`src/hdl/scf_pkg.sv`:
```
package scf_pkg;

  // Frame geometry
  localparam int FrameBytes = 32;
  localparam int StoreDepth = FrameBytes - 5;
  localparam int BufDepth   = 2 * StoreDepth;
  localparam int BufAw      = $clog2(BufDepth);
  localparam int LenW       = $clog2(StoreDepth + 1);
  localparam int PosW       = $clog2(FrameBytes);
  localparam int FlenW      = 6;
  localparam int OutDataW   = 24;

  // Header bytes
  localparam logic [7:0] HdrFirst  = 8'hAA;
  localparam logic [7:0] HdrSecond = 8'hAF;

  // One checked frame waiting to be sent out
  typedef struct packed {
    logic [7:0]      cmd;
    logic [LenW-1:0] len;
    logic [7:0]      csum;
  } desc_t;

  // Frame queue status
  typedef struct packed {
    logic full;
    logic empty;
    logic wr_ptr;
    logic rd_ptr;
  } q_status_t;

endpackage

```
`src/hdl/scf_buf.sv`:
```
// Two-bank payload buffer: one write port, one registered read port.
module scf_buf (
  input  logic                    clk_i,
  input  logic                    we_i,
  input  logic [scf_pkg::BufAw-1:0] waddr_i,
  input  logic [7:0]              wdata_i,
  input  logic [scf_pkg::BufAw-1:0] raddr_i,
  output logic [7:0]              rdata_o
);
  import scf_pkg::*;

  logic [7:0] mem [BufDepth];
  logic [7:0] rdata_q;

  // write port
  always_ff @(posedge clk_i) begin
    if (we_i) begin
      mem[waddr_i] <= wdata_i;
    end
  end

  // registered read port
  always_ff @(posedge clk_i) begin
    rdata_q <= mem[raddr_i];
  end

  assign rdata_o = rdata_q;

endmodule

```
`src/hdl/scf_queue.sv`:
```
// Two-entry queue of checked frames; entry slot also selects the buffer bank.
module scf_queue (
  input  logic               clk_i,
  input  logic               rst_ni,
  input  logic               push_i,
  input  scf_pkg::desc_t     desc_i,
  input  logic               pop_i,
  output scf_pkg::desc_t     head_o,
  output scf_pkg::q_status_t status_o
);
  import scf_pkg::*;

  desc_t      slot_q [2];
  logic       wr_ptr_q, wr_ptr_d;
  logic       rd_ptr_q, rd_ptr_d;
  logic [1:0] cnt_q, cnt_d;

  // pointer and fill count update
  always_comb begin
    wr_ptr_d = wr_ptr_q;
    rd_ptr_d = rd_ptr_q;
    cnt_d    = cnt_q;
    if (push_i) begin
      wr_ptr_d = ~wr_ptr_q;
    end
    if (pop_i) begin
      rd_ptr_d = ~rd_ptr_q;
    end
    if (push_i && !pop_i) begin
      cnt_d = cnt_q + 2'd1;
    end else if (pop_i && !push_i) begin
      cnt_d = cnt_q - 2'd1;
    end
  end

  always_ff @(posedge clk_i or negedge rst_ni) begin
    if (!rst_ni) begin
      wr_ptr_q <= 1'b0;
      rd_ptr_q <= 1'b0;
      cnt_q    <= 2'd0;
    end else begin
      wr_ptr_q <= wr_ptr_d;
      rd_ptr_q <= rd_ptr_d;
      cnt_q    <= cnt_d;
    end
  end

  // descriptor storage
  always_ff @(posedge clk_i) begin
    if (push_i) begin
      slot_q[wr_ptr_q] <= desc_i;
    end
  end

  assign head_o          = slot_q[rd_ptr_q];
  assign status_o.full   = cnt_q[1];
  assign status_o.empty  = (cnt_q == 2'd0);
  assign status_o.wr_ptr = wr_ptr_q;
  assign status_o.rd_ptr = rd_ptr_q;

endmodule

```
`src/hdl/scf_front.sv`:
```
// Frame parser: hunts for the header, checks the sum, stores the payload.
module scf_front (
  input  logic                      clk_i,
  input  logic                      rst_ni,
  input  logic                      s_axis_tvalid,
  output logic                      s_axis_tready,
  input  logic [7:0]                s_axis_tdata,
  input  scf_pkg::q_status_t        q_status_i,
  output logic                      push_o,
  output scf_pkg::desc_t            desc_o,
  output logic                      we_o,
  output logic [scf_pkg::BufAw-1:0] waddr_o,
  output logic [7:0]                wdata_o
);
  import scf_pkg::*;

  localparam logic [2:0] PhHunt   = 3'd0;
  localparam logic [2:0] PhSecond = 3'd1;
  localparam logic [2:0] PhCmd    = 3'd2;
  localparam logic [2:0] PhLen    = 3'd3;
  localparam logic [2:0] PhData   = 3'd4;
  localparam logic [2:0] PhSum    = 3'd5;

  logic [2:0]      phase_q, phase_d;
  logic [7:0]      cmd_q, cmd_d;
  logic [LenW-1:0] len_q, len_d;
  logic [LenW-1:0] cnt_q, cnt_d;
  logic [7:0]      sum_q, sum_d;
  logic            xfer;
  logic [7:0]      b;
  logic [LenW-1:0] cnt_inc;

  // a free bank exists whenever the queue has room
  assign s_axis_tready = !q_status_i.full;
  assign xfer          = s_axis_tvalid && s_axis_tready;
  assign b             = s_axis_tdata;
  assign cnt_inc       = cnt_q + LenW'(1);

  // parse step
  always_comb begin
    phase_d = phase_q;
    cmd_d   = cmd_q;
    len_d   = len_q;
    cnt_d   = cnt_q;
    sum_d   = sum_q;
    push_o  = 1'b0;
    we_o    = 1'b0;
    if (xfer) begin
      unique case (phase_q)
        PhSecond: begin
          if (b == HdrSecond) begin
            sum_d   = sum_q + b;
            phase_d = PhCmd;
          end else begin
            phase_d = PhHunt;
          end
        end
        PhCmd: begin
          cmd_d   = b;
          sum_d   = sum_q + b;
          phase_d = PhLen;
        end
        PhLen: begin
          sum_d = sum_q + b;
          len_d = b[LenW-1:0];
          cnt_d = '0;
          if (b > 8'(StoreDepth)) begin
            phase_d = PhHunt;
          end else if (b == 8'd0) begin
            phase_d = PhSum;
          end else begin
            phase_d = PhData;
          end
        end
        PhData: begin
          we_o  = 1'b1;
          cnt_d = cnt_inc;
          sum_d = sum_q + b;
          if (cnt_inc >= len_q) begin
            phase_d = PhSum;
          end
        end
        PhSum: begin
          push_o  = (b == sum_q);
          phase_d = PhHunt;
        end
        default: begin
          // hunting; unused codes hunt too
          if (b == HdrFirst) begin
            sum_d   = b;
            phase_d = PhSecond;
          end else begin
            phase_d = PhHunt;
          end
        end
      endcase
    end
  end

  always_ff @(posedge clk_i or negedge rst_ni) begin
    if (!rst_ni) begin
      phase_q <= PhHunt;
      cmd_q   <= '0;
      len_q   <= '0;
      cnt_q   <= '0;
      sum_q   <= '0;
    end else begin
      phase_q <= phase_d;
      cmd_q   <= cmd_d;
      len_q   <= len_d;
      cnt_q   <= cnt_d;
      sum_q   <= sum_d;
    end
  end

  // payload goes to the bank of the queue slot being filled
  assign waddr_o = q_status_i.wr_ptr ? BufAw'(StoreDepth) + BufAw'(cnt_q) : BufAw'(cnt_q);
  assign wdata_o = b;

  assign desc_o.cmd  = cmd_q;
  assign desc_o.len  = len_q;
  assign desc_o.csum = b;

endmodule

```
`src/hdl/scf_back.sv`:
```
// Frame sender: replays one queued frame byte by byte into the output register.
module scf_back (
  input  logic                         clk_i,
  input  logic                         rst_ni,
  input  scf_pkg::desc_t               head_i,
  input  scf_pkg::q_status_t           q_status_i,
  output logic                         pop_o,
  output logic [scf_pkg::BufAw-1:0]    raddr_o,
  input  logic [7:0]                   rdata_i,
  output logic                         m_axis_tvalid,
  input  logic                         m_axis_tready,
  output logic [scf_pkg::OutDataW-1:0] m_axis_tdata,   // [7:0] command, [13:8] frame_length,
                                                       // [21:14] frame_byte, [23:22] zero
  output logic                         m_axis_tlast    // last_byte
);
  import scf_pkg::*;

  logic [PosW-1:0]  pos_q, pos_d;
  logic             wait_q, wait_d;
  logic             vld_q, vld_d;
  logic [7:0]       cmd_q, cmd_d;
  logic [FlenW-1:0] flen_q, flen_d;
  logic [7:0]       byte_q, byte_d;
  logic             last_q, last_d;
  logic             out_free;
  logic             is_pay;
  logic [PosW:0]    last_idx;
  logic [LenW-1:0]  pay_idx;
  logic [7:0]       fixed_byte;

  assign out_free = !vld_q || m_axis_tready;
  assign last_idx = (PosW+1)'(head_i.len) + (PosW+1)'(4);
  assign is_pay   = (pos_q >= PosW'(4)) && ((PosW+1)'(pos_q) < last_idx);
  assign pay_idx  = is_pay ? LenW'(pos_q - PosW'(4)) : '0;
  assign raddr_o  = q_status_i.rd_ptr ? BufAw'(StoreDepth) + BufAw'(pay_idx) : BufAw'(pay_idx);

  // bytes that do not come from the buffer
  always_comb begin
    priority if (pos_q == PosW'(0)) begin
      fixed_byte = HdrFirst;
    end else if (pos_q == PosW'(1)) begin
      fixed_byte = HdrSecond;
    end else if (pos_q == PosW'(2)) begin
      fixed_byte = head_i.cmd;
    end else if (pos_q == PosW'(3)) begin
      fixed_byte = 8'(head_i.len);
    end else begin
      fixed_byte = head_i.csum;
    end
  end

  // sequencing of the output register
  always_comb begin
    pos_d  = pos_q;
    wait_d = wait_q;
    vld_d  = vld_q;
    cmd_d  = cmd_q;
    flen_d = flen_q;
    byte_d = byte_q;
    last_d = last_q;
    pop_o  = 1'b0;
    if (vld_q && m_axis_tready) begin
      vld_d = 1'b0;
    end
    if (!q_status_i.empty && out_free) begin
      if (is_pay && !wait_q) begin
        // read issued, data is back next cycle
        wait_d = 1'b1;
      end else begin
        vld_d  = 1'b1;
        cmd_d  = head_i.cmd;
        flen_d = FlenW'(head_i.len) + FlenW'(5);
        byte_d = is_pay ? rdata_i : fixed_byte;
        wait_d = 1'b0;
        if ((PosW+1)'(pos_q) == last_idx) begin
          last_d = 1'b1;
          pos_d  = '0;
          pop_o  = 1'b1;
        end else begin
          last_d = 1'b0;
          pos_d  = pos_q + PosW'(1);
        end
      end
    end
  end

  always_ff @(posedge clk_i or negedge rst_ni) begin
    if (!rst_ni) begin
      pos_q  <= '0;
      wait_q <= 1'b0;
      vld_q  <= 1'b0;
    end else begin
      pos_q  <= pos_d;
      wait_q <= wait_d;
      vld_q  <= vld_d;
    end
  end

  // payload of the output register
  always_ff @(posedge clk_i) begin
    cmd_q  <= cmd_d;
    flen_q <= flen_d;
    byte_q <= byte_d;
    last_q <= last_d;
  end

  assign m_axis_tvalid = vld_q;
  assign m_axis_tdata  = {2'b00, byte_q, flen_q, cmd_q};
  assign m_axis_tlast  = last_q;

endmodule

```
`src/hdl/sum_checked_frame_receiver_top.sv`:
```
// Input: one byte per cycle while the frame queue has room; stalls only when two
//   checked frames are still waiting to be sent.
// Output: header, command, length and checksum at one per cycle while the output is accepted;
//   each payload byte first waits for its buffer read.
// Reset (async, active low) clears parser, queue and output control; the buffer is not cleared.
module sum_checked_frame_receiver_top (
  input  logic                         clk_i,
  input  logic                         rst_ni,
  input  logic                         s_axis_tvalid,
  output logic                         s_axis_tready,
  input  logic [7:0]                   s_axis_tdata,   // [7:0] rx_byte
  output logic                         m_axis_tvalid,
  input  logic                         m_axis_tready,
  output logic [scf_pkg::OutDataW-1:0] m_axis_tdata,   // [7:0] command, [13:8] frame_length,
                                                       // [21:14] frame_byte, [23:22] zero
  output logic                         m_axis_tlast    // last_byte
);
  import scf_pkg::*;

  q_status_t        q_status;
  desc_t            push_desc;
  desc_t            head_desc;
  logic             push;
  logic             pop;
  logic             we;
  logic [BufAw-1:0] waddr;
  logic [7:0]       wdata;
  logic [BufAw-1:0] raddr;
  logic [7:0]       rdata;

  scf_front u_front (
    .clk_i         (clk_i),
    .rst_ni        (rst_ni),
    .s_axis_tvalid (s_axis_tvalid),
    .s_axis_tready (s_axis_tready),
    .s_axis_tdata  (s_axis_tdata),
    .q_status_i    (q_status),
    .push_o        (push),
    .desc_o        (push_desc),
    .we_o          (we),
    .waddr_o       (waddr),
    .wdata_o       (wdata)
  );

  scf_queue u_queue (
    .clk_i    (clk_i),
    .rst_ni   (rst_ni),
    .push_i   (push),
    .desc_i   (push_desc),
    .pop_i    (pop),
    .head_o   (head_desc),
    .status_o (q_status)
  );

  scf_buf u_buf (
    .clk_i   (clk_i),
    .we_i    (we),
    .waddr_i (waddr),
    .wdata_i (wdata),
    .raddr_i (raddr),
    .rdata_o (rdata)
  );

  scf_back u_back (
    .clk_i         (clk_i),
    .rst_ni        (rst_ni),
    .head_i        (head_desc),
    .q_status_i    (q_status),
    .pop_o         (pop),
    .raddr_o       (raddr),
    .rdata_i       (rdata),
    .m_axis_tvalid (m_axis_tvalid),
    .m_axis_tready (m_axis_tready),
    .m_axis_tdata  (m_axis_tdata),
    .m_axis_tlast  (m_axis_tlast)
  );

endmodule

```
`config.mk`:
```
export PLATFORM = sky130hd
export DESIGN_NAME = sum_checked_frame_receiver_top
export DESIGN_NICKNAME = d
export VERILOG_FILES = /design/src/hdl/scf_pkg.sv /design/src/hdl/scf_buf.sv /design/src/hdl/scf_queue.sv /design/src/hdl/scf_front.sv /design/src/hdl/scf_back.sv /design/src/hdl/sum_checked_frame_receiver_top.sv
export SDC_FILE = /design/constraint.sdc
export NUM_CORES = 1
export LEC_CHECK = 0
export BUFFER_PORTS_ARGS = -buffer_cell sky130_fd_sc_hd__buf_4
export CORE_MARGIN = 2
export CORE_UTILIZATION = 52
export CTS_CLUSTER_DIAMETER = 100
export CTS_CLUSTER_SIZE = 40
export DETAILED_ROUTE_END_ITERATION = 6
export GPL_ROUTABILITY_DRIVEN = 0
export PLACE_DENSITY = 0.69
export SETUP_SLACK_MARGIN = 0.15
export SLEW_MARGIN = 20
export SYNTH_ARGS = -nofsm -noshare
export SYNTH_HDL_FRONTEND = slang
export SYNTH_SLANG_ARGS = --single-unit
```
`constraint.sdc`:
```
create_clock -name clk_i -period 14.35 [get_ports clk_i]
set_input_delay 4.305 -clock clk_i [delete_from_list [all_inputs] [get_ports clk_i]]
set_output_delay 4.305 -clock clk_i [all_outputs]
set_load 0.005 [all_outputs]
```
After elaboration in Yosys (flattened, before gate mapping)
Memory sizes are Yosys's and may differ from the RTL's. A register that Yosys moved wholly into a read port is not among the register bits. Index checks and enable logic that the tools add are counted.

Register bits: 63. Memory bits (writable): 474. Bits of input ports: 12. Output and inout bits: 27. Word-level logic and storage cells: 112. Memories: 2.

Memories: u_buf.mem (words 54, width 8, rd ports 1, clocked after memory_dff 1, wr ports 1, RTL line scf_buf.sv:12) `logic [7:0] mem [BufDepth];`; u_queue.slot_q (words 2, width 21, rd ports 1, clocked after memory_dff 0, wr ports 1, RTL line scf_queue.sv:13) `desc_t slot_q [2];`.

$add $sub $neg: 10. Order comparisons: 4. Eq/ne operators: 14. Mux-type cells: 36. Bitwise operators: 4. Reduce and logical (&&, ||, !) cells: 27.

Operators with widths (number): 8-bit two-way mux (7); 8-bit one-hot mux with 3 select lines (1); 1-bit two-way mux (17); 8-bit == test, second input constant (2); 3-bit one-hot mux with 5 select lines (1); 5-bit by 3-bit adder with 6-bit output, second input constant (2); 5-bit by 5-bit adder with 6-bit output, first input constant (2); 6-bit two-way mux (2); 5-bit by 1-bit adder with 5-bit output, second input constant (2); 5-bit by 2-bit == test with 1-bit output, second input constant (2); 5-bit two-way mux (2); 5-bit one-hot mux with 2 select lines (1); 2-bit AND reduction (5); 8-bit adder (1); 8-bit == test (1); 8-bit by 5-bit > comparator with 1-bit output, second input constant (1); 8-bit zero test (1); 1-bit logical AND (7); 3-bit by 2-bit == test with 1-bit output, second input constant (2); 3-bit == test, second input constant (2); 5-bit by 6-bit == test with 1-bit output (1); 1-bit zero test (6); 5-bit by 6-bit less-than comparator with 1-bit output (1); 2-bit two-way mux (3); 17 further kinds (23).

Logic depth before layout (Yosys ltp)
Gate-level depths: netlist of run 1. An unclocked memory read counts as a cell.

Word-level depth: 10. Gate-level depth with buffers: 24. Mapped depth without buffers: 20.

Modules after synthesis
A second synthesis of run 1 with hierarchy kept.

Cells, all modules: 1445. Area, all modules: 23287.3 µm².

By module, submodules not included: scf_buf (instances 1, cells each 954, area each 17503.0 µm², seq. area each 13132.6 µm²); scf_front (instances 1, cells each 224, area each 2103.3 µm², seq. area each 725.7 µm²); scf_back (instances 1, cells each 184, area each 1958.1 µm², seq. area each 865.8 µm²); scf_queue (instances 1, cells each 83, area each 1722.9 µm², seq. area each 1361.3 µm²).

Least setup slack after synthesis of run 1
OpenSTA, ideal clock, no wires.

Kind: input-to-reg. Start point: input port m_axis_tready. End point: register u_queue.cnt_q[1]. Setup time: 0.080 ns. Arrival: 6.029 ns. Required time: 14.270 ns. Slack: 8.241 ns. Cell stages on the path: 9. Buffers on the path: 0. Cell sequence: nand2b_1 o21a_1 o21ai_0 inv_1 nand2_1 ha_1 xor2_1 nor2_1 xnor2_1.

Word-level cells in the longest chain between the ends: 6. Elaborated cells on any way between the ends: 8. Those cells by class: mux (2); reduce/logical (6).

RTL lines: start, declared (RTL line sum_checked_frame_receiver_top.sv:13) `input logic m_axis_tready,`; 1-bit logical OR * (RTL line scf_back.sv:31) `assign out_free = !vld_q || m_axis_tready;`; 1-bit logical AND * (RTL line scf_back.sv:65) `if (!q_status_i.empty && out_free) begin`; 1-bit two-way mux * (RTL line scf_back.sv:65); 1-bit zero test (RTL line scf_queue.sv:29) `if (push_i && !pop_i) begin`; 1-bit logical AND (RTL line scf_queue.sv:29); 2-bit two-way mux or 2-bit nonzero test (tied branches); end signal, assigned (RTL line scf_queue.sv:44) `cnt_q <= cnt_d;`; end, declared (RTL line scf_queue.sv:16) `logic [1:0] cnt_q, cnt_d;`.

Mark *: on every way between the ends. The rest lies on a longest branch, timed or not. A chain may end at the register's enable or synchronous reset.

Worst setup path after layout of run 1
Start point: input port s_axis_tdata[4]. End point: memory u_queue.slot_q[1][14] (netlist bit), enable pin.

Word-level cells in the longest chain between the ends: 5.

RTL lines: start, declared (RTL line sum_checked_frame_receiver_top.sv:11) `input logic [7:0] s_axis_tdata,`; 8-bit == test (RTL line scf_front.sv:84) `push_o = (b == sum_q);`; 1-bit two-way mux (RTL line scf_front.sv:49) `unique case (phase_q)`; 1-bit two-way mux (RTL line scf_front.sv:48) `if (xfer) begin`; via push (RTL line sum_checked_frame_receiver_top.sv:23) `logic push;`; 1-bit two-way mux (RTL line scf_queue.sv:50) `if (push_i) begin`; 1-bit two-way mux (implied by the code) (RTL line scf_queue.sv:51) `slot_q[wr_ptr_q] <= desc_i;`; end, declared (RTL line scf_queue.sv:13).

The timed path passes the listed nets, and every way through them passes these cells.

==> flow_summary_export.csv, run 1 <==
group,metric,value,unit
final_layout,layout-drive-gt1-share,0.0826,
cts,cts.sinks,545,
worst_setup_path,slowest_delay,780,ps
placed_design,dp_slack,7130,ps
synthesis,synth_area_leaders,"edfxtp_1 (64%), mux2i_1 (7.7%), dfrtp_1 (4.3%)",
worst_setup_path,worstSetupStartpoint,"s_axis_tdata[4]",
synthesis,synth_compound_area_frac,0.0743,
power_and_ir_drop,p_int,3.10,mW
worst_setup_path,reg2reg_to,"u_buf.rdata_o[2]$_DFF_P_",
worst_setup_path,critical-path-top-delay-family,"simple AND/OR/NAND/NOR gates",
worst_setup_path,worstRegToRegCells,17,
cts,insertion_delay,570,ps
power_and_ir_drop,ir_worst_vdd,0.339,mV
detailed_routing,routedWlPerCell,23.1,um
synthesis,synthFlopType,"edfxtp_1",
detailed_routing,vias_per_cell,5.95,
synthesis,ys_async_sr_fraction,0.0734,
cts,clockBufferDepth,3,
synthesis,synth_mux_area_frac,0.102,
placed_design,hpwl,32900,um
cts,cts_hold_buf,0,
detailed_routing,drt-initial-drc-count,1432,
timing,fmax,0.152,GHz
worst_setup_path,cp.arrival,6800,ps
final_layout,area_growth,5.94,%
timing,rsz0062_at_grt,"false",
floorplan,dieArea,46500,sq um
timing,finalCritPeriodShare,0.460,
cts,numCtsBuffers,18,
cts,cts-resized-gates,0,
min_path,min_path_cells,0,
power_and_ir_drop,total_leakage_power,8.41,nW
cts,clk_pin_slew,130,ps
worst_setup_path,end_kind,"flop",
floorplan,start_util,0.527,
placed_design,portBuffers,36,
timing,setup_viol,0,
cts,cts_root_buf,"clkbuf_16",
detailed_routing,first_pass_iters,6,
cts,cts.htree.levels,1,
synthesis,synth_top_area_share,0.641,
timing,fin_crit,6600,ps
floorplan,coreArea,44200,sq um
min_path,min_path_type,"reg -> reg",
global_routing,grt_pass1_wl,77400,um
power_and_ir_drop,p_clk_frac,0.134,
power_and_ir_drop,p_per_area,215,nW/um^2
worst_setup_path,crit_cells,5,
run_status,status,"completed",
timing,tightest_slew,1120,ps
placed_design,place_inst,2206,
timing,hold_violations,0,
global_routing,grt_max_degree,180,
worst_setup_path,path_buf_inv,1,
cts,post_cts_buffers,0,
cts,cts_tree,"built",
synthesis,yosys_warnings,0,
power_and_ir_drop,power.switching,2.21,mW
power_and_ir_drop,power_frac_seq,0.366,
synthesis,synth_xor_area_frac,0.00903,
floorplan,io_pins,39,
worst_setup_path,required,14550,ps
detailed_routing,dr_total_vias,13300,
worst_setup_path,r2r_slack,7770,ps
global_routing,gr-usage-met3,0.0276,
final_layout,final_net_count,1679,
worst_setup_path,critPathKind,"in -> reg",
power_and_ir_drop,swShare,0.416,
synthesis,ys_seq_area_frac,0.691,
detailed_routing,ant_nets,0,
global_routing,grt.total_usage,0.220,
floorplan,die_w,216,um
global_routing,antenna_found_initial,3,
synthesis,synth_common_cells,"edfxtp_1 (497), mux2i_1 (178), nand2_1 (139), nor2_1 (129), o21ai_0 (125)",
final_layout,fin_cells,2239,
worst_setup_path,cp_cell_sequence,"buf_4, ha_1, nor4_1, and4_1, and2_1",
synthesis,netlist_instances,1646,
synthesis,synthDistinctLibCells,67,
synthesis,synth_top_family_by_area,"multiplexers",
worst_setup_path,crit-reg2reg-launch,"u_queue.rd_ptr_q$_DFFE_PN0P_",
timing,setup_tns,0,ps
final_layout,final_util,0.558,
timing,setup_slack,7750,ps
detailed_routing,wl,51600,um
worst_setup_path,crit_slowest_cell,"and2_1",
power_and_ir_drop,p_comb_frac,0.500,
timing,finClkSkew,42.1,ps
floorplan,rows,77,
worst_setup_path,path_max_fanout,62,
global_routing,grt_use_met2,0.364,
run,maxCapViolCount,0,
global_routing,grt_pass1_vias,12900,
power_and_ir_drop,power.total,5.31,mW
detailed_routing,drcViolationCount,0,
worst_setup_path,crit_path_end,"u_queue.slot_q[1][14]$_DFFE_PP_",
global_routing,grt_overflow,0,
synthesis,synth_most_common_cell,"edfxtp_1",
worst_setup_path,start_kind,"input port",
global_routing,grt_busiest_layer,"met2",
synthesis,netlist_area,23300,sq um
synthesis,avgSynthCellArea,14.1,sq um
synthesis,synthAdderAreaFrac,0.0181,
timing,timing.slew.headroom,0.253,
synthesis,yosysTopAreaCell,"edfxtp_1",
timing,drv_slew,0,
synthesis,synth-edff-count,497,
synthesis,ys_ff_latch,545,
synthesis,yosys.area_share.simple,0.0845,
floorplan,die_y,216,um
global_routing,grt_use_met1,0.309,
## flip-flops by register name, summed over array words and instances (netlist names), 3 cells and up
signal / cells
u_front.cnt_q: 5
u_back.pos_q: 5
u_front.phase_q: 3
u_back.byte_q: 8
u_front.sum_q: 8
u_front.cmd_q: 8
u_back.flen_q: 6
u_buf.rdata_o: 8
u_queue.slot_q: 42
u_back.cmd_q: 8
u_front.len_q: 5
u_buf.mem: 432
## area by class of cell
type | instances | area [sq um]
multi-input combinational | 992 | 6760
clock buffer | 28 | 519
clock inverter | 4 | 62.6
tap | 592 | 741
sequential | 545 | 16100
inverter | 26 | 97.6
timing repair buffer | 51 | 408
antenna | 1 | 2.50
fill | 3482 | 19600
## per-stage QoR
step,hold WS [ps],instance area [sq um]
6_report,488,24700
5_1_grt,511,24700
4_1_cts,484,24700
3_5_place_dp,453,24100
3_3_place_gp,447,24100
2_1_floorplan,438,23300
## power by group through the flow
stage	Clock, mW	Combinational, mW	Sequential (mW)
2_1_floorplan	0	1.89	1.95
3_3_place_gp	0	2.60	1.97
3_5_place_dp	0	2.63	1.98
4_1_cts	0.727	2.63	1.94
5_1_grt	0.778	2.87	1.95
6_report	0.712	2.66	1.94
## cell usage in the layout, fill, tap and decap left out, types with 5 or more instances in the layout
cell type / n
edfxtp_1: 497
mux2i_1: 178
nand2_1: 139
nor2_1: 129
o21ai_0: 125
nand3_1: 62
mux2_2: 51
buf_4: 49
dfrtp_1: 40
ha_1: 32
a21oi_1: 30
o211ai_1: 27
inv_1: 26
nand4_1: 25
clkbuf_16: 19
nor3_1: 16
xnor2_1: 15
nor2b_1: 15
a22oi_1: 11
and4_1: 9
a211oi_1: 9
o22ai_1: 9
xor2_1: 8
clkbuf_1: 8
dfxtp_1: 8
o211a_1: 7
a21o_1: 6
nand2b_1: 6
and2_1: 5
o31ai_1: 5
a41oi_1: 5
## worst min path at each step
stage	end	startpoint
2_1_floorplan	u_queue.slot_q[0][13]$_DFFE_PP_	u_front.cmd_q[0]$_DFFE_PN0P_
3_3_place_gp	u_queue.slot_q[0][19]$_DFFE_PP_	u_front.cmd_q[6]$_DFFE_PN0P_
3_5_place_dp	u_queue.slot_q[1][14]$_DFFE_PP_	u_front.cmd_q[1]$_DFFE_PN0P_
4_1_cts	u_queue.slot_q[0][14]$_DFFE_PP_	u_front.cmd_q[1]$_DFFE_PN0P_
5_1_grt	u_queue.slot_q[0][14]$_DFFE_PP_	u_front.cmd_q[1]$_DFFE_PN0P_
6_report	u_queue.slot_q[0][14]$_DFFE_PP_	u_front.cmd_q[1]$_DFFE_PN0P_
## routing by layer
metal	part of all wire	vias to the layer above
met2	0.48	411
met4	0.027	4
met1	0.44	6630
li1	-	6185
met5	0.00052	-
met3	0.057	85
## logic make-up (layout without fill, tap and decap cells)
kind of cell	count (synthesis)	count (layout)
AO/OA/AOI/OAI	274	274
multiplexers	230	230
flip-flops	545	545
buffers and inverters	110	109
other	1	3
XOR/XNOR	24	24
AND/OR/NAND/NOR	429	429
adder cells (fa/ha/maj)	33	33
No activity file was read; power rests on OpenSTA's default activity.
==> run 2: changes to the inputs <==
--- a/config.mk
+++ b/config.mk
@@ -5,6 +5,7 @@
 export SDC_FILE = /design/constraint.sdc
 export NUM_CORES = 1
 export LEC_CHECK = 0
+export ABC_AREA = 1
 export BUFFER_PORTS_ARGS = -buffer_cell sky130_fd_sc_hd__buf_4
 export CORE_MARGIN = 2
 export CORE_UTILIZATION = 52
==> constraint.sdc (replaced) <==
create_clock -name clk_i -period 6.61 [get_ports clk_i]
set_input_delay 1.983 -clock clk_i [delete_from_list [all_inputs] [get_ports clk_i]]
set_output_delay 1.983 -clock clk_i [all_outputs]
set_load 0.005 [all_outputs]
==> flow_summary_export.csv, run 2 <==
group,metric,value,unit
run_status,status,"completed",
synthesis,synthFlopType,"edfxtp_1",
synthesis,avgSynthCellArea,10.6,sq um
timing,finClkSkew,52.4,ps
synthesis,ys_seq_area_frac,0.659,
floorplan,start_util,0.526,
timing,setup_tns,0,ps
power_and_ir_drop,total_leakage_power,10.4,nW
detailed_routing,routedWlPerCell,20.6,um
synthesis,ys_async_sr_fraction,0.0734,
power_and_ir_drop,ir_worst_vdd,0.532,mV
worst_setup_path,crit-reg2reg-launch,"u_queue.rd_ptr_q$_DFFE_PN0P_",
worst_setup_path,slowest_delay,750,ps
cts,insertion_delay,590,ps
power_and_ir_drop,power.switching,3.73,mW
detailed_routing,first_pass_iters,5,
global_routing,grt_pass1_wl,91100,um
cts,numCtsBuffers,18,
timing,setup_viol,0,
global_routing,grt_pass1_vias,15500,
cts,cts-resized-gates,0,
worst_setup_path,cp.arrival,5410,ps
power_and_ir_drop,swShare,0.403,
floorplan,die_y,221,um
detailed_routing,drcViolationCount,0,
synthesis,synth_most_common_cell,"nand2_1",
worst_setup_path,crit_slowest_cell,"clkinv_2",
synthesis,yosys_warnings,0,
floorplan,io_pins,39,
final_layout,largest_register_ffs,432,
cts,clockBufferDepth,3,
final_layout,layout_commonest_cell,"nand2_1",
synthesis,synth-edff-count,497,
final_layout,final_cell_mix,"nand2_1 (567), edfxtp_1 (497), nand3_1 (336)",
synthesis,synthDistinctLibCells,52,
detailed_routing,ant_nets,0,
global_routing,grt_overflow,0,
global_routing,antenna_found_initial,1,
worst_setup_path,start_kind,"flop",
timing,fin_crit,4900,ps
power_and_ir_drop,p_clk_frac,0.170,
synthesis,synth_common_cells,"nand2_1 (567), edfxtp_1 (497), nand3_1 (336), inv_1 (332), nor2_1 (118)",
worst_setup_path,worstSetupStartpoint,"u_queue.rd_ptr_q$_DFFE_PN0P_",
synthesis,netlist_area,24400,sq um
placed_design,portBuffers,36,
detailed_routing,dr_total_vias,16200,
cts,cts.htree.levels,1,
min_path,min_path_type,"reg -> reg",
timing,timing.slew.headroom,0.329,
run,maxCapViolCount,0,
detailed_routing,wl,59500,um
power_and_ir_drop,p_int,5.52,mW
final_layout,area_growth,5.23,%
power_and_ir_drop,power_frac_seq,0.432,
detailed_routing,drt-initial-drc-count,1856,
synthesis,synth_top_area_share,0.611,
final_layout,top_regs,"u_buf.mem: 432 flops, u_queue.slot_q: 42 flops",
timing,finalCritPeriodShare,0.741,
floorplan,die_w,221,um
power_and_ir_drop,power.total,9.25,mW
worst_setup_path,path_max_fanout,56,
worst_setup_path,path_buf_inv,3,
cts,cts_hold_buf,0,
floorplan,dieArea,48700,sq um
timing,hold_ws,490,ps
synthesis,ys_ff_latch,545,
global_routing,grt.total_usage,0.247,
worst_setup_path,critical-path-top-delay-family,"simple AND/OR/NAND/NOR gates",
worst_setup_path,required,7130,ps
cts,cts_root_buf,"clkbuf_16",
timing,hold_violations,0,
detailed_routing,vias_per_cell,5.59,
timing,tightest_slew,1010,ps
final_layout,top_register,"u_buf.mem",
final_layout,layout-drive-gt1-share,0.0555,
cts,cts.sinks,545,
placed_design,hpwl,36700,um
worst_setup_path,critPathKind,"reg -> reg",
worst_setup_path,end_kind,"flop",
final_layout,final_net_count,2320,
timing,drv_slew,0,
cts,clk_pin_slew,140,ps
worst_setup_path,cp_cell_sequence,"inv_2, nand2_1, nand2_2, inv_1, ha_1, ha_1, nand2_1, nand2_1, nand2_1, nand3_1, nand2_4, nand3_1, ha_1, or2_2, xor2_4, clkinv_2, nand3_1, nand3_1, nand3_1, nand2_1, nand2_1",
floorplan,rows,79,
cts,cts_tree,"built",
synthesis,netlist_instances,2302,
global_routing,grt_max_degree,173,
synthesis,synth_area_leaders,"edfxtp_1 (61%), nand2_1 (8.7%), nand3_1 (6.9%)",
power_and_ir_drop,p_comb_frac,0.398,
timing,fmax,0.204,GHz
floorplan,coreArea,46500,sq um
timing,rsz0062_at_grt,"false",
final_layout,nFillCells,4021,
worst_setup_path,crit_path_frequent_cell,"nand2_1",
cts,post_cts_buffers,0,
synthesis,yosysTopAreaCell,"edfxtp_1",
power_and_ir_drop,p_per_area,360,nW/um^2
min_path,hold_start,"u_front.cmd_q[2]$_DFFE_PN0P_",
run 2: changes by cell type after synthesis, moves of 15 or more:
| cell | delta |
|---|---|
| nand3b_1 | +40 |
| nand2_1 | +428 |
| buf_2 | +50 |
| mux2i_1 | -178 |
| inv_1 | +306 |
| nand3_1 | +274 |
| o21ai_0 | -82 |
| mux2_2 | -48 |
| o211ai_1 | +16 |
| clkbuf_1 | -25 |
| nand4_1 | -21 |
| nor2b_1 | -15 |
run 2: power groups by stage:
stage | Combinational (mW) | Sequential [mW] | Clock, mW
CTS | 3.65 | 3.99 | 1.60
finish | 3.68 | 3.99 | 1.57
global route | 4.03 | 4.00 | 1.70
global placement | 3.59 | 4.07 | 0
floorplan | 2.54 | 4.03 | 0
detailed placement | 3.64 | 4.07 | 0
run 2: cell type report:
type / instances / area [sq um] / share of cell area
Inverter: 346 / 1300 / 0.0506
Sequential cell: 545 / 16100 / 0.626
Tap cell: 607 / 759 / 0.0295
Clock inverter: 6 / 68.8 / 0.00268
Clock buffer: 26 / 502 / 0.0195
Multi-Input combinational cell: 1309 / 6540 / 0.254
Antenna cell: 1 / 2.50 / 0.0000974
Timing Repair Buffer: 55 / 445 / 0.0173
run 2: kinds of logic (layout without fill, tap and decap cells):
logic type	after synthesis	count (layout)	synth area share
xor+xnor	19	19	0.00712
buf+inv	449	433	0.0757
fa+ha+maj	33	33	0.0172
flops	545	545	0.659
compound gates	146	146	0.0380
simple gates	1106	1106	0.202
other cells	1	3	0.000154
mux	3	3	0.00138
run 2: worst paths after layout:
check | to | slack (ps) | depth (start not counted)
setup / recovery | u_buf.rdata_o[2]$_DFF_P_ | 1710 | 21
max in group asynchronous | u_front.sum_q[1]$_DFFE_PN0P_ | 4750 | 1
setup reg to reg | u_buf.rdata_o[2]$_DFF_P_ | 1710 | 21
hold / removal | u_queue.slot_q[1][15]$_DFFE_PP_ | 490 | 0
hold reg to reg | u_queue.slot_q[1][15]$_DFFE_PP_ | 490 | 0
min in group asynchronous | u_back.pos_q[1]$_DFFE_PN0P_ | 1400 | 1
run 2: through the flow:
step                      area (sq um)  cells  worst slack (ps)   util
after floorplan                  24400   2303              2300      -
after CTS                        25700   2893              1730  0.553
after global routing             25700   2895              1340  0.553
final                            25700   2895              1710  0.553
after global placement           25100   2861              1880  0.540
after detailed placement         25100   2861              1770  0.540
run 2: layer usage:
layer,up-vias,global-route usage,wire (um)
met2,653,0.391,27600
met4,0,0.0887,2170
met5,-,0,0
met3,103,0.0238,3870
li1,7609,-,-
met1,7811,0.360,25800
==> run 3: changes to the inputs <==
--- a/config.mk
+++ b/config.mk
@@ -13,7 +13,7 @@
 export CTS_CLUSTER_SIZE = 40
 export DETAILED_ROUTE_END_ITERATION = 6
 export GPL_ROUTABILITY_DRIVEN = 0
-export PLACE_DENSITY = 0.69
+export PLACE_DENSITY = 0.71
 export SETUP_SLACK_MARGIN = 0.15
 export SLEW_MARGIN = 20
 export SYNTH_ARGS = -nofsm -noshare
==> constraint.sdc (replaced) <==
create_clock -name clk_i -period 4.45 [get_ports clk_i]
set_input_delay 1.335 -clock clk_i [delete_from_list [all_inputs] [get_ports clk_i]]
set_output_delay 1.335 -clock clk_i [all_outputs]
set_load 0.005 [all_outputs]
==> flow_summary_export.csv, run 3 (synthesized netlist as in run 2, its figures left out) <==
group,metric,value,unit
run_status,status,"completed",
min_path,min_path_type,"reg -> reg",
timing,setup_slack,399,ps
cts,cts_tree,"built",
detailed_routing,routedWlPerCell,20.1,um
worst_setup_path,critical-path-top-delay-family,"simple AND/OR/NAND/NOR gates",
worst_setup_path,worstRegToRegCells,22,
detailed_routing,first_pass_iters,6,
global_routing,grt_pass1_vias,15500,
cts,numCtsBuffers,19,
global_routing,antenna_found_initial,1,
worst_setup_path,reg2reg_to,"u_buf.rdata_o[1]$_DFF_P_",
final_layout,area_growth,6.79,%
worst_setup_path,required,4920,ps
detailed_routing,drcViolationCount,0,
timing,finalCritPeriodShare,0.910,
placed_design,dp_slack,360,ps
final_layout,top_register,"u_buf.mem",
worst_setup_path,start_kind,"flop",
final_layout,final_net_count,2358,
worst_setup_path,crit_slowest_cell,"dfrtp_1",
cts,clk_pin_slew,140,ps
timing,hold_violations,0,
final_layout,final_cell_mix,"nand2_1 (567), edfxtp_1 (497), nand3_1 (336)",
final_layout,largest_register_ffs,432,
cts,cts.sinks,545,
floorplan,io_pins,39,
worst_setup_path,path_max_fanout,24,
floorplan,die_y,221,um
global_routing,grt_pass1_wl,90000,um
timing,fin_crit,4050,ps
timing,drv_slew,0,
final_layout,fin_cells,2933,
cts,insertion_delay,580,ps
run,maxCapViolCount,0,
global_routing,grt_overflow,0,
detailed_routing,wl,58900,um
global_routing,grt.total_usage,0.244,
final_layout,layout_commonest_cell,"nand2_1",
detailed_routing,dr_total_vias,16300,
worst_setup_path,crit-reg2reg-launch,"u_queue.rd_ptr_q$_DFFE_PN0P_",
cts,post_cts_buffers,0,
min_path,min_to,"u_queue.slot_q[1][9]$_DFFE_PP_",
worst_setup_path,cp_cell_sequence,"buf_4, nand2_1, nand2_2, ha_1, xnor2_1, ha_1, inv_1, nor2_1, nand2_1, nand3_1, nand2_4, nand3_1, ha_1, or2_2, xor2_4, inv_2, buf_4, nand3_1, nand3_1, nand3_1, nand2_1, nand2_1",
power_and_ir_drop,p_per_area,536,nW/um^2
final_layout,layout-drive-gt1-share,0.0714,
detailed_routing,ant_nets,0,
timing,finClkSkew,31.4,ps
power_and_ir_drop,total_leakage_power,10.6,nW
placed_design,portBuffers,36,
timing,setup_tns,0,ps
timing,tightest_slew,829,ps
timing,setup_viol,0,
timing,fmax,0.247,GHz
worst_setup_path,end_kind,"flop",
timing,timing.slew.headroom,0.445,
final_layout,top_regs,"u_buf.mem: 432 flops, u_queue.slot_q: 42 flops",
cts,cts_root_buf,"clkbuf_16",
power_and_ir_drop,ir_worst_vdd,0.466,mV
floorplan,dieArea,48700,sq um
worst_setup_path,cp.arrival,4530,ps
worst_setup_path,r2r_slack,400,ps
worst_setup_path,path_buf_inv,4,
global_routing,grt_max_degree,79,
floorplan,rows,79,
cts,clockBufferDepth,3,
cts,cts.htree.levels,1,
timing,rsz0062_at_grt,"true",
placed_design,place_inst,2898,
min_path,min_path_cells,0,
floorplan,start_util,0.526,
detailed_routing,drt-initial-drc-count,1983,
worst_setup_path,critPathKind,"reg -> reg",
worst_setup_path,slowest_delay,410,ps
min_path,hold_start,"u_front.len_q[1]$_DFFE_PN0P_",
placed_design,hpwl,38400,um
worst_setup_path,crit_path_frequent_cell,"nand3_1",
floorplan,coreArea,46500,sq um
final_layout,final_util,0.562,
floorplan,die_w,221,um
detailed_routing,vias_per_cell,5.56,
[run 3: cell types whose count changed in the layout (fill, tap and decap cells not counted), sizes merged]
cell      before  now
clkinvlp       1    0
bufinv         0    1
inv          343  345
nand2        582  583
buf           55   91
clkbuf        26   25
[run 3: where the power goes]
part           switching (mW)  internal, mW  total, mW
sequential              0.132          5.79       5.92
clock                    1.54         0.932       2.48
combinational            3.89          1.69       5.58
[run 3: area by class of cell]
| class | instances | area, sq um |
|---|---|---|
| fill | 3898 | 20400 |
| clock buffer | 25 | 508 |
| inverter | 346 | 1300 |
| clock inverter | 8 | 139 |
| sequential | 545 | 16100 |
| multi-input combinational | 1310 | 6550 |
| timing repair buffer | 91 | 744 |
| tap | 607 | 759 |
| antenna | 1 | 2.50 |
[run 3: worst max path at each step]
stage                                       from                              to  depth (start not counted)
floorplan                        s_axis_tdata[2]  u_queue.slot_q[0][0]$_DFFE_PP_                          6
global placement    u_queue.rd_ptr_q$_DFFE_PN0P_        u_buf.rdata_o[6]$_DFF_P_                         23
detailed placement  u_queue.rd_ptr_q$_DFFE_PN0P_        u_buf.rdata_o[6]$_DFF_P_                         21
CTS                 u_queue.rd_ptr_q$_DFFE_PN0P_        u_buf.rdata_o[6]$_DFF_P_                         23
global route        u_queue.rd_ptr_q$_DFFE_PN0P_        u_buf.rdata_o[6]$_DFF_P_                         22
finish              u_queue.rd_ptr_q$_DFFE_PN0P_        u_buf.rdata_o[1]$_DFF_P_                         22
[run 3: metrics by stage]
step	area [sq um]	total power [mW]	hold slack [ps]
floorplan	24400	9.75	437
detailed placement	25400	11.5	465
global placement	25400	11.4	447
CTS	26100	13.9	495
global route	26100	14.7	503
finish	26100	14.0	496
[run 3: routing by layer]
metal / GRT usage / share of wire
met5: 0 / 0
met4: 0.0964 / 0.040
met1: 0.338 / 0.41
met3: 0.0351 / 0.082
met2: 0.392 / 0.47
[run 3: repair_timing]
| action | 4_1_cts | 5_1_grt |
|---|---|---|
| gates resized for setup | 0 | 5 |
| hold buffers | 0 | 0 |
| hold endpoints to repair | 0 | 0 |
| setup endpoints to repair | 0 | 8 |
[run 3: worst register-to-register path, stage by stage, from the launching register on]
cell and delay (ps):
dfrtp_1 410, buf_4 210, nand2_1 90, nand2_2 130, ha_1 260, xnor2_1 190
ha_1 270, inv_1 70, nor2_1 50, nand2_1 50, nand3_1 100, nand2_4 150
nand3_1 120, ha_1 250, or2_2 350, xor2_4 240, inv_2 80, buf_4 280
nand3_1 220, nand3_1 120, nand3_1 130, nand2_1 120, nand2_1 60
